[src/rtl/cbor_ihe_pkg.sv]
// Shared types and constants for the CBOR item head encoder.
`default_nettype none
package cbor_ihe_pkg;

    localparam int OPCODE_W  = 4;
    localparam int VALUE_W   = 64;
    localparam int BYTE_W    = 8;
    localparam int IN_DATA_W = 64;   // value, already whole bytes
    localparam int NBYTES_W  = 4;    // argument byte count 0..8
    localparam int QUEUE_DEPTH_DEFAULT = 2;

    typedef enum logic [OPCODE_W-1:0] {
        OP_UINT  = 4'd0,
        OP_SINT  = 4'd1,
        OP_BOOL  = 4'd2,
        OP_NULL  = 4'd3,
        OP_TEXT  = 4'd4,
        OP_BYTES = 4'd5,
        OP_ARRAY = 4'd6,
        OP_MAP   = 4'd7,
        OP_RAW   = 4'd8
    } t_opcode;

    localparam logic [BYTE_W-1:0] MT_UINT  = 8'h00;
    localparam logic [BYTE_W-1:0] MT_NINT  = 8'h20;
    localparam logic [BYTE_W-1:0] MT_BYTES = 8'h40;
    localparam logic [BYTE_W-1:0] MT_TEXT  = 8'h60;
    localparam logic [BYTE_W-1:0] MT_ARRAY = 8'h80;
    localparam logic [BYTE_W-1:0] MT_MAP   = 8'ha0;
    localparam logic [BYTE_W-1:0] SV_FALSE = 8'hf4;
    localparam logic [BYTE_W-1:0] SV_TRUE  = 8'hf5;
    localparam logic [BYTE_W-1:0] SV_NULL  = 8'hf6;

    localparam logic [BYTE_W-1:0] AI_MAX_DIRECT = 8'd23;
    localparam logic [BYTE_W-1:0] AI_1BYTE = 8'd24;
    localparam logic [BYTE_W-1:0] AI_2BYTE = 8'd25;
    localparam logic [BYTE_W-1:0] AI_4BYTE = 8'd26;
    localparam logic [BYTE_W-1:0] AI_8BYTE = 8'd27;

    // One classified command: head byte, argument and its byte count.
    typedef struct packed {
        logic [BYTE_W-1:0]   head;
        logic [VALUE_W-1:0]  arg;
        logic [NBYTES_W-1:0] nbytes;
    } t_cmd;

endpackage
`default_nettype wire

[src/rtl/cbor_ihe_front.sv]
// Front end: decodes an input item into a head byte and argument bytes.
`default_nettype none
module cbor_ihe_front (
    input  wire logic [cbor_ihe_pkg::OPCODE_W-1:0] i_opcode,
    input  wire logic [cbor_ihe_pkg::VALUE_W-1:0]  i_value,
    output cbor_ihe_pkg::t_cmd                     o_cmd,
    output logic                                   o_known
);
    import cbor_ihe_pkg::*;

    logic [BYTE_W-1:0]  major;
    logic [VALUE_W-1:0] arg;
    logic               is_head;
    logic [BYTE_W-1:0]  simple;

    always_comb begin
        major   = MT_UINT;
        arg     = i_value;
        is_head = 1'b1;
        simple  = SV_NULL;
        o_known = 1'b1;
        unique case (i_opcode)
            OP_UINT:  major = MT_UINT;
            OP_SINT: begin
                if (i_value[VALUE_W-1]) begin
                    major = MT_NINT;
                    arg   = ~i_value;
                end
            end
            OP_BOOL: begin
                is_head = 1'b0;
                simple  = i_value[0] ? SV_TRUE : SV_FALSE;
            end
            OP_NULL: begin
                is_head = 1'b0;
                simple  = SV_NULL;
            end
            OP_TEXT:  major = MT_TEXT;
            OP_BYTES: major = MT_BYTES;
            OP_ARRAY: major = MT_ARRAY;
            OP_MAP:   major = MT_MAP;
            OP_RAW: begin
                is_head = 1'b0;
                simple  = i_value[BYTE_W-1:0];
            end
            default: begin
                is_head = 1'b0;
                o_known = 1'b0;
            end
        endcase
    end

    always_comb begin
        o_cmd.arg = arg;
        if (!is_head) begin
            o_cmd.head   = simple;
            o_cmd.nbytes = NBYTES_W'(0);
        end else if (arg <= VALUE_W'(AI_MAX_DIRECT)) begin
            o_cmd.head   = major | arg[BYTE_W-1:0];
            o_cmd.nbytes = NBYTES_W'(0);
        end else if (arg[VALUE_W-1:8] == '0) begin
            o_cmd.head   = major | AI_1BYTE;
            o_cmd.nbytes = NBYTES_W'(1);
        end else if (arg[VALUE_W-1:16] == '0) begin
            o_cmd.head   = major | AI_2BYTE;
            o_cmd.nbytes = NBYTES_W'(2);
        end else if (arg[VALUE_W-1:32] == '0) begin
            o_cmd.head   = major | AI_4BYTE;
            o_cmd.nbytes = NBYTES_W'(4);
        end else begin
            o_cmd.head   = major | AI_8BYTE;
            o_cmd.nbytes = NBYTES_W'(8);
        end
    end

endmodule
`default_nettype wire

[src/rtl/cbor_ihe_queue.sv]
// Short command queue between the front end and the byte serialiser.
`default_nettype none
module cbor_ihe_queue #(
    parameter int Depth = cbor_ihe_pkg::QUEUE_DEPTH_DEFAULT
) (
    input  wire logic               i_clk,
    input  wire logic               i_rst_n,
    input  wire logic               i_push,
    input  wire cbor_ihe_pkg::t_cmd i_wr_cmd,
    input  wire logic               i_pop,
    output cbor_ihe_pkg::t_cmd      o_rd_cmd,
    output logic                    o_full,
    output logic                    o_empty
);
    import cbor_ihe_pkg::*;

    localparam int PtrW = (Depth > 1) ? $clog2(Depth) : 1;
    localparam int CntW = $clog2(Depth + 1);

    t_cmd            r_mem [Depth];
    logic [PtrW-1:0] r_wr_ptr, n_wr_ptr;
    logic [PtrW-1:0] r_rd_ptr, n_rd_ptr;
    logic [CntW-1:0] r_count, n_count;

    assign o_full   = (r_count == CntW'(Depth));
    assign o_empty  = (r_count == '0);
    assign o_rd_cmd = r_mem[r_rd_ptr];

    always_comb begin
        n_wr_ptr = r_wr_ptr;
        n_rd_ptr = r_rd_ptr;
        n_count  = r_count;
        if (i_push) begin
            n_wr_ptr = (r_wr_ptr == PtrW'(Depth - 1)) ? '0 : r_wr_ptr + PtrW'(1);
        end
        if (i_pop) begin
            n_rd_ptr = (r_rd_ptr == PtrW'(Depth - 1)) ? '0 : r_rd_ptr + PtrW'(1);
        end
        if (i_push && !i_pop) begin
            n_count = r_count + CntW'(1);
        end else if (i_pop && !i_push) begin
            n_count = r_count - CntW'(1);
        end
    end

    always_ff @(posedge i_clk) begin
        if (!i_rst_n) begin
            r_wr_ptr <= '0;
            r_rd_ptr <= '0;
            r_count  <= '0;
        end else begin
            r_wr_ptr <= n_wr_ptr;
            r_rd_ptr <= n_rd_ptr;
            r_count  <= n_count;
        end
    end

    always_ff @(posedge i_clk) begin
        if (i_push) begin
            r_mem[r_wr_ptr] <= i_wr_cmd;
        end
    end

    a_no_overflow: assert property (@(posedge i_clk) disable iff (!i_rst_n)
        !(i_push && o_full && !i_pop))
        else $error("queue push while full");
    a_no_underflow: assert property (@(posedge i_clk) disable iff (!i_rst_n)
        !(i_pop && o_empty))
        else $error("queue pop while empty");
    a_count_range: assert property (@(posedge i_clk) disable iff (!i_rst_n)
        r_count <= CntW'(Depth))
        else $error("queue count beyond depth");

endmodule
`default_nettype wire

[src/rtl/cbor_ihe_back.sv]
// Back end: serialises one command into bytes through an output register.
`default_nettype none
module cbor_ihe_back (
    input  wire logic                            i_clk,
    input  wire logic                            i_rst_n,
    input  wire cbor_ihe_pkg::t_cmd              i_cmd,
    input  wire logic                            i_cmd_avail,
    output logic                                 o_cmd_pop,
    output logic                                 o_valid,
    input  wire logic                            i_ready,
    output logic [cbor_ihe_pkg::BYTE_W-1:0]      o_byte,
    output logic                                 o_last
);
    import cbor_ihe_pkg::*;

    logic                 r_busy, n_busy;
    logic [NBYTES_W-1:0]  r_rem, n_rem;
    logic [VALUE_W-1:0]   r_arg, n_arg;
    logic                 r_out_valid, n_out_valid;
    logic [BYTE_W-1:0]    r_out_byte, n_out_byte;
    logic                 r_out_last, n_out_last;
    logic                 advance;
    logic [NBYTES_W-1:0]  rem_dec;
    logic [2:0]           sel;

    assign advance = !r_out_valid || i_ready;
    assign rem_dec = r_rem - NBYTES_W'(1);
    assign sel     = rem_dec[2:0];

    always_comb begin
        n_busy      = r_busy;
        n_rem       = r_rem;
        n_arg       = r_arg;
        n_out_valid = r_out_valid;
        n_out_byte  = r_out_byte;
        n_out_last  = r_out_last;
        o_cmd_pop   = 1'b0;
        if (advance) begin
            n_out_valid = 1'b0;
            if (r_busy) begin
                // emit argument bytes most significant first
                n_out_valid = 1'b1;
                n_out_byte  = r_arg[{sel, 3'b000} +: BYTE_W];
                n_out_last  = (r_rem == NBYTES_W'(1));
                n_rem       = rem_dec;
                n_busy      = (r_rem != NBYTES_W'(1));
            end else if (i_cmd_avail) begin
                o_cmd_pop   = 1'b1;
                n_out_valid = 1'b1;
                n_out_byte  = i_cmd.head;
                n_out_last  = (i_cmd.nbytes == '0);
                n_arg       = i_cmd.arg;
                n_rem       = i_cmd.nbytes;
                n_busy      = (i_cmd.nbytes != '0);
            end
        end
    end

    always_ff @(posedge i_clk) begin
        if (!i_rst_n) begin
            r_busy      <= 1'b0;
            r_rem       <= '0;
            r_out_valid <= 1'b0;
        end else begin
            r_busy      <= n_busy;
            r_rem       <= n_rem;
            r_out_valid <= n_out_valid;
        end
    end

    always_ff @(posedge i_clk) begin
        r_arg      <= n_arg;
        r_out_byte <= n_out_byte;
        r_out_last <= n_out_last;
    end

    assign o_valid = r_out_valid;
    assign o_byte  = r_out_byte;
    assign o_last  = r_out_last;

    a_busy_count: assert property (@(posedge i_clk) disable iff (!i_rst_n)
        r_busy |-> (r_rem != '0 && r_rem <= NBYTES_W'(8)))
        else $error("argument byte count out of range while busy");
    a_last_matches_busy: assert property (@(posedge i_clk) disable iff (!i_rst_n)
        r_out_valid |-> (r_out_last == !r_busy))
        else $error("last marker disagrees with pending argument bytes");
    a_pop_when_idle: assert property (@(posedge i_clk) disable iff (!i_rst_n)
        o_cmd_pop |-> (!r_busy && advance))
        else $error("command popped while serialising");

endmodule
`default_nettype wire

[src/rtl/cbor_item_head_encoder.sv]
// CBOR item head encoder: input stream of operations, output stream of bytes.
//
// Input channel (s_axis): one item per operation; tuser carries the opcode in
// bits [3:0] and tdata the 64-bit operand. Opcodes 9 to 15 are taken and
// dropped without output.
// Output channel (m_axis): one encoded byte per transfer in tdata, tlast high on
// the final byte of each input operation.
// Throughput: one output byte per cycle while the output is ready. An operation
// producing N bytes (1 to 9) occupies the serialiser until its last byte is loaded;
// single-byte operations stream at one per cycle while the output is ready.
// The first byte is written into the command queue at the accepting edge and is
// then loaded into the output register when the serialiser takes the command.
// The input side stalls only when the command queue is full, so up to
// QueueDepth decoded operations wait while the output side is stalled.
// A stalled output holds its byte and marker unchanged.
// Reset (synchronous, active low) empties the queue and the output register.
`default_nettype none
module cbor_item_head_encoder #(
    parameter int QueueDepth = cbor_ihe_pkg::QUEUE_DEPTH_DEFAULT
) (
    input  wire logic                                 i_clk,
    input  wire logic                                 i_rst_n,
    input  wire logic                                 i_s_axis_tvalid,
    output logic                                      o_s_axis_tready,
    // [63:0] value
    input  wire logic [cbor_ihe_pkg::IN_DATA_W-1:0]   i_s_axis_tdata,
    // [3:0] opcode
    input  wire logic [cbor_ihe_pkg::OPCODE_W-1:0]    i_s_axis_tuser,
    output logic                                      o_m_axis_tvalid,
    input  wire logic                                 i_m_axis_tready,
    // [7:0] out_byte
    output logic [cbor_ihe_pkg::BYTE_W-1:0]           o_m_axis_tdata,
    output logic                                      o_m_axis_tlast
);
    import cbor_ihe_pkg::*;

    t_cmd front_cmd;
    t_cmd queue_cmd;
    logic known;
    logic q_full;
    logic q_empty;
    logic q_push;
    logic q_pop;

    cbor_ihe_front u_front (
        .i_opcode (i_s_axis_tuser),
        .i_value  (i_s_axis_tdata[VALUE_W-1:0]),
        .o_cmd    (front_cmd),
        .o_known  (known)
    );

    assign o_s_axis_tready = !q_full;
    assign q_push          = i_s_axis_tvalid && !q_full && known;

    cbor_ihe_queue #(
        .Depth (QueueDepth)
    ) u_queue (
        .i_clk    (i_clk),
        .i_rst_n  (i_rst_n),
        .i_push   (q_push),
        .i_wr_cmd (front_cmd),
        .i_pop    (q_pop),
        .o_rd_cmd (queue_cmd),
        .o_full   (q_full),
        .o_empty  (q_empty)
    );

    cbor_ihe_back u_back (
        .i_clk       (i_clk),
        .i_rst_n     (i_rst_n),
        .i_cmd       (queue_cmd),
        .i_cmd_avail (!q_empty),
        .o_cmd_pop   (q_pop),
        .o_valid     (o_m_axis_tvalid),
        .i_ready     (i_m_axis_tready),
        .o_byte      (o_m_axis_tdata),
        .o_last      (o_m_axis_tlast)
    );

endmodule
`default_nettype wire

[config.mk]
export PLATFORM = sky130hd
export DESIGN_NAME = cbor_item_head_encoder
export DESIGN_NICKNAME = d
export VERILOG_FILES = /design/src/rtl/cbor_ihe_pkg.sv /design/src/rtl/cbor_ihe_front.sv /design/src/rtl/cbor_ihe_queue.sv /design/src/rtl/cbor_ihe_back.sv /design/src/rtl/cbor_item_head_encoder.sv
export SDC_FILE = /design/constraint.sdc
export NUM_CORES = 1
export LEC_CHECK = 0
export ABC_AREA = 1
export BUFFER_PORTS_ARGS = -buffer_cell sky130_fd_sc_hd__buf_2
export CORE_UTILIZATION = 25
export CTS_CLUSTER_DIAMETER = 100
export DETAILED_ROUTE_END_ITERATION = 8
export SETUP_SLACK_MARGIN = 0.2
export SLEW_MARGIN = 20
export SYNTH_ARGS = -nofsm -noshare
export SYNTH_HDL_FRONTEND = slang
export SYNTH_SLANG_ARGS = --single-unit
export TNS_END_PERCENT = 100
[constraint.sdc]
create_clock -name i_clk -period 14.6 [get_ports i_clk]
set_input_delay 0 -clock i_clk [delete_from_list [all_inputs] [get_ports i_clk]]
set_output_delay 0 -clock i_clk [all_outputs]
set_load 0.01 [all_outputs]
Word-level counts from Yosys, hierarchy flattened

Memories as Yosys holds them, arrays and structs flattened. A register that Yosys moved wholly into a read port is not among the register bits.
Index checks and enable logic that the tools add are counted.
W data, S select, Z words.

Bits in registers: 83
Bits in writable memories: 152
Output and inout port bits: 11
Memories kept: 1

Memories:

| memory        | words | width | read ports | clocked after Yosys merged registers in | wr ports | RTL line             | RTL |
|---|---|---|---|---|---|---|---|
| u_queue.r_mem | 2     | 76    | 1          | 1                                       | 1        | cbor_ihe_queue.sv:20 | `t_cmd r_mem [Depth];` |

$add $sub $neg: 5
Magnitude comparators: 1
Equal/unequal tests: 12
Shift operators: 1
Mux-type cells: 38
Bitwise logic cells: 4
Reductions and logical operators: 21

Operators by type and width:

| cell                  | count |
|---|---|
| $mux W64              | 2 |
| $le A64 B5 Y1 const B | 1 |
| $not A64 Y64          | 1 |
| $shiftx A64 B7 Y8     | 1 |
| $logic_not A56 Y1     | 1 |
| $logic_not A48 Y1     | 1 |
| $pmux W8 S5           | 1 |
| $logic_not A32 Y1     | 1 |
| $mux W8               | 4 |
| $mux W4               | 7 |
| $mux W1               | 18 |
| $eq A4 B3 Y1 const B  | 4 |
| $pmux W8 S2           | 1 |
| $reduce_or A9 Y1      | 1 |
| $eq A4 B1 Y1 const B  | 2 |
| $eq A4 B2 Y1 const B  | 2 |
| $logic_not A4 Y1      | 2 |
| $mux W2               | 4 |
| $or A8 B8 Y8          | 1 |
| $mux W6               | 1 |
| $reduce_or A6 Y1      | 1 |
| $eq A4 B4 Y1 const B  | 1 |
| $logic_and A1 B1 Y1   | 4 |
| $logic_not A1 Y1      | 4 |
| 14 further kinds      | 16 |

Depth between registers and ports, before layout

Depth in word-level cells: 9
Depth in mapped cells: 16

Hierarchy

From an unflattened synthesis, not the netlist that was laid out.

Cells, all modules: 980
Area total of the unflattened synthesis: 11,116.9 um^2

By module, submodules not included:

| module                 | times used | cells an instance | area an instance (um^2) | seq. area each (um^2) |
|---|---|---|---|---|
| cbor_ihe_queue         | 1          | 271               | 5,865.6                 | 4,664.5 |
| cbor_ihe_back          | 1          | 276               | 3,246.9                 | 2,312.2 |
| cbor_ihe_front         | 1          | 429               | 1,986.9                 | 0.0 |
| cbor_item_head_encoder | 1          | 4                 | 17.5                    | 0.0 |

Worst setup path before layout

No wires, ideal clock.

Path kind: register -> register
Start point: register u_back.r_out_valid, in the netlist u_back.o_valid
End point: register u_queue.r_count[1]
Arrival time: 6.283 ns
Setup slack: 8.195 ns
Cell stages (with the launch flop): 10
Buffers on the path: 0
Clock period less this slack: 6.405 ns
Cells stage by stage: dfxtp_1 -> inv_1 -> nor2_1 -> nor3_1 -> inv_1 -> ha_1 -> a21oi_1 -> o21ai_0 -> o21ai_0 -> a21oi_1

Cells in the longest elaborated chain, start to end: 6
Elaborated cells between the ends (all ways): 8

RTL lines:

| item                                          | RTL line                     | RTL |
|---|---|---|
| start: declaration                            | cbor_ihe_back.sv:19          | `logic r_out_valid, n_out_valid;` |
| start signal: assignment                      | cbor_ihe_back.sv:67          | `r_out_valid <= n_out_valid;` |
| $logic_not A1 Y1 (*)                          | cbor_ihe_back.sv:26          | `assign advance = !r_out_valid \|\| i_ready;` |
| $logic_or A1 B1 Y1 (*)                        | cbor_ihe_back.sv:26          |  |
| $mux W1 (*)                                   | cbor_ihe_back.sv:38          | `if (advance) begin` |
| named net q_pop                               | cbor_item_head_encoder.sv:43 | `logic q_pop;` |
| $logic_not A1 Y1                              | cbor_ihe_queue.sv:39         | `if (i_push && !i_pop) begin` |
| $logic_and A1 B1 Y1                           | cbor_ihe_queue.sv:39         |  |
| $mux W2 or $reduce_bool A2 Y1 (tied branches) | n/a                          |  |
| end signal: assignment                        | cbor_ihe_queue.sv:54         | `r_count <= n_count;` |
| end: declaration                              | cbor_ihe_queue.sv:23         | `logic [CntW-1:0] r_count, n_count;` |

The timed path passes the listed nets; every way through them passes the cells marked *.
A chain may end at the register's enable or synchronous reset.

Worst setup path in the final report

Start point: register u_back.r_rem[0]
End point: register u_back.r_out_byte[1], in the netlist u_back.o_byte[1] (data pin)

Cells in the longest elaborated chain, start to end: 3

RTL lines:

| item                     | RTL line            | RTL |
|---|---|---|
| start: declaration       | cbor_ihe_back.sv:17 | `logic [NBYTES_W-1:0] r_rem, n_rem;` |
| start signal: assignment | cbor_ihe_back.sv:66 | `r_rem <= n_rem;` |
| $sub A4 B1 Y4            | cbor_ihe_back.sv:27 | `assign rem_dec = r_rem - NBYTES_W'(1);` |
| $shiftx A64 B7 Y8        | cbor_ihe_back.sv:43 | `n_out_byte = r_arg[{sel, 3'b000} +: BYTE_W];` |
| $mux W8                  | cbor_ihe_back.sv:40 | `if (r_busy) begin` |
| end signal: assignment   | cbor_ihe_back.sv:73 | `r_out_byte <= n_out_byte;` |
| end: declaration         | cbor_ihe_back.sv:20 | `logic [BYTE_W-1:0] r_out_byte, n_out_byte;` |

Every way passes these cells.

==> results.sh <==
export IMPL_grt_overflow=0
export IMPL_clock_latency_ps=540
export IMPL_postCtsSetupBuffers=0
export IMPL_nets=1395
export IMPL_wl_per_cell_um=15.5
export IMPL_rsz0062_at_grt="false"
export IMPL_drt_antenna_violating_nets=0
export IMPL_syn_nets=1256
export IMPL_period_share_pct=21.7
export IMPL_hold_path_depth=3
export IMPL_slew_headroom_pct=32.2
export IMPL_synth_distinct_cells=32
export IMPL_max_slew_worst_pin_slew_ps=1020
export IMPL_syn_area_per_cell_um2=9.43
export IMPL_port_buffers=82
export IMPL_ys_seq_area_share_pct=62.7
export IMPL_num_vias=8315
export IMPL_p_leak_uw=0.00562
export IMPL_layout_min_cycle_time_ps=3160
export IMPL_synthTopCellsByArea="edfxtp_1, nand2_1, nor2_1, inv_1, o21ai_0"
export IMPL_num_rows=76
export IMPL_worstHoldStart="i_s_axis_tuser[2]"
export IMPL_synth_top_area_share_pct=60.7
export IMPL_r2r_cells=7
export IMPL_final_common_cell="nand2_1"
export IMPL_synthAdderAreaFrac_pct=0.337
export IMPL_powerDensity_nw_per_um2=166
export IMPL_core_um2=43500
export IMPL_drv_slew=0
export IMPL_synthesis_area_um2=11100
export IMPL_use_met3_pct=1.84
export IMPL_layout_setup_ws_ps=11440
export IMPL_top_usage_layer="met2"
export IMPL_multiInputGateArea_um2=3550
export IMPL_ios=83
export IMPL_yosysTopAreaCell="edfxtp_1"
export IMPL_reg2reg_from="u_back.r_rem[0]"
export IMPL_hp_class="input port to flop"
export IMPL_synthCells=1181
export IMPL_cts_num_sinks=236
export IMPL_crit_start="u_back.r_rem[0]"
export IMPL_placed_area_um2=12100
export IMPL_finalHoldViolations=0
export IMPL_worst_setup_path_end_kind="flop"
export IMPL_max_freq_ghz=0.316
export IMPL_areaGrowthSynthToFinish_pct=22.7
export IMPL_ys_ff_latch=236
export IMPL_synth_top_family_by_area="simple AND/OR/NAND/NOR gates"
export IMPL_grt_util_met2_pct=22.6
export IMPL_yosys_warnings=0
export IMPL_grt_pass1_vias=8051
export IMPL_yosys_area_share_xor_xnor_pct=3.15
export IMPL_status="completed"
export IMPL_use_met1_pct=17.4
export IMPL_place_hpwl_mm=19.7
export IMPL_synthSimpleGateAreaFrac_pct=22.7
export IMPL_path_max_fanout=33
export IMPL_drive_gt1_share_pct=11.0
export IMPL_final_cell_mix="nand2_1, edfxtp_1, nor2_1, inv_1, buf_2"
export IMPL_tns_ps=0
export IMPL_total_power_uw=2270
export IMPL_criticalPathCategory="flop to flop"
export IMPL_clkTransAtPathRegs_ps=60
export IMPL_design_area_um2=13700
export IMPL_root_buffer="clkbuf_16"
export IMPL_setup_viol=0
export IMPL_regArea_um2=6980
export IMPL_fp_dieArea_um2=45400
export IMPL_max_cap_viol_count=0
export IMPL_grt_use_total_pct=13.2
export IMPL_critPathArrivalTime_ps=3520
export IMPL_synth_mux_area_share_pct=0
export IMPL_antennaDiodeCount=0
export IMPL_clk_path_buf_depth=3
export IMPL_nFillCells=4516
export IMPL_first_iter_violations=639
export IMPL_start_util_pct=25.6
export IMPL_h_tree_depth=1
export IMPL_die_y_um=213
export IMPL_synth_compound_area_share_pct=5.46
export IMPL_cts_tree="yes"
export IMPL_grt_max_degree=78
export IMPL_chipWidth_um=213
export IMPL_grt_antenna_before_repair=0
export IMPL_viasPerCell=4.32
export IMPL_start_kind="flop"
export IMPL_numCtsBuffers=27
export IMPL_vdd_drop_max_mv=0.0870
export IMPL_firstDrtPassIters=6
export IMPL_grt_pass1_wl_mm=45.6
export IMPL_routabilityCongestion=0.845
export IMPL_cp_required_ps=14960
export IMPL_wirelength_mm=29.9
export IMPL_place_ws_ps=11400
export IMPL_worst_clock_skew_ps=13.4
export IMPL_drc=0
[timing repair]
item	CTS	global route
endpoints found under the hold margin	147	0
resized for setup	0	0
hold buffers	67	0
endpoints found under the setup margin	0	0
[cells in the mapped netlist (all sizes together)]
cell type,count
nand2,478
edfxtp,225
nor2,122
inv,98
o21ai,68
nand3,27
buf,25
clkbuf,25
xor2,21
xnor2,19
o22ai,16
a21oi,15
dfxtp,11
nand4,10
o211ai,8
ha,3
nor3,3
a221oi,2
a31oi,1
a32oi,1
and3,1
clkinv,1
nor4,1
[flip-flops by register name, summed over array words and instances (netlist names), named ones only]
register	flops
u_back.r_busy	1
u_back.o_byte	8
u_back.r_arg	64
u_back.r_rem	4
u_queue.r_count	2
u_queue.r_mem	152
u_back.o_last	1
u_queue.r_wr_ptr	1
u_back.o_valid	1
u_queue.r_rd_ptr	1
[worst max-delay path, stage by stage (launching register included)]
cell and delay (ps):
dfxtp_1 310, inv_1 730, ha_1 560, inv_1 560, o21ai_0 180, o22ai_1 350, nand2_1 160, o211ai_1 140
[kinds of logic after synthesis]
logic type | after synthesis
simple gates | 642
flops | 236
buf+inv | 149
xor+xnor | 40
compound gates | 111
fa+ha+maj | 3
[metrics by stage]
step / util (%) / cells / hold WS (ps)
4_1_cts: 31.4 / 1925 / 6.58
2_1_floorplan: - / 1181 / 130
5_1_grt: 31.4 / 1925 / 6.87
3_3_place_gp: 27.9 / 1809 / 316
6_report: 31.4 / 1925 / 31.2
3_5_place_dp: 27.9 / 1809 / 317
[worst paths after layout]
check / to / slack [ps]
max: u_back.o_byte[1] / 11440
max reg2reg: u_back.o_byte[1] / 11440
min: u_queue.r_mem[1][73] / 30
min reg2reg: flop / 480
[where the power goes]
group | internal (uW) | switching, uW | total (uW)
Combinational | 172 | 434 | 605
Sequential | 954 | 58.1 | 1010
Clock | 385 | 269 | 654
Total | 1510 | 760 | 2270
[cell type report]
cell class,count,share of cell area [%]
Timing Repair Buffer,160,8.59
Clock inverter,16,1.04
Tap cell,585,5.36
Sequential cell,236,51.1
Multi-Input combinational cell,796,26.0
Clock buffer,33,5.26
Inverter,99,2.72
[routing by layer]
| layer | vias up | share of wire [%] |
|---|---|---|
| li1 | 4134 | - |
| met1 | 3920 | 44 |
| met2 | 220 | 49 |
| met3 | 41 | 5.3 |
| met4 | 0 | 2.4 |
| met5 | - | 0 |
Power figures use the tool's default switching activity.
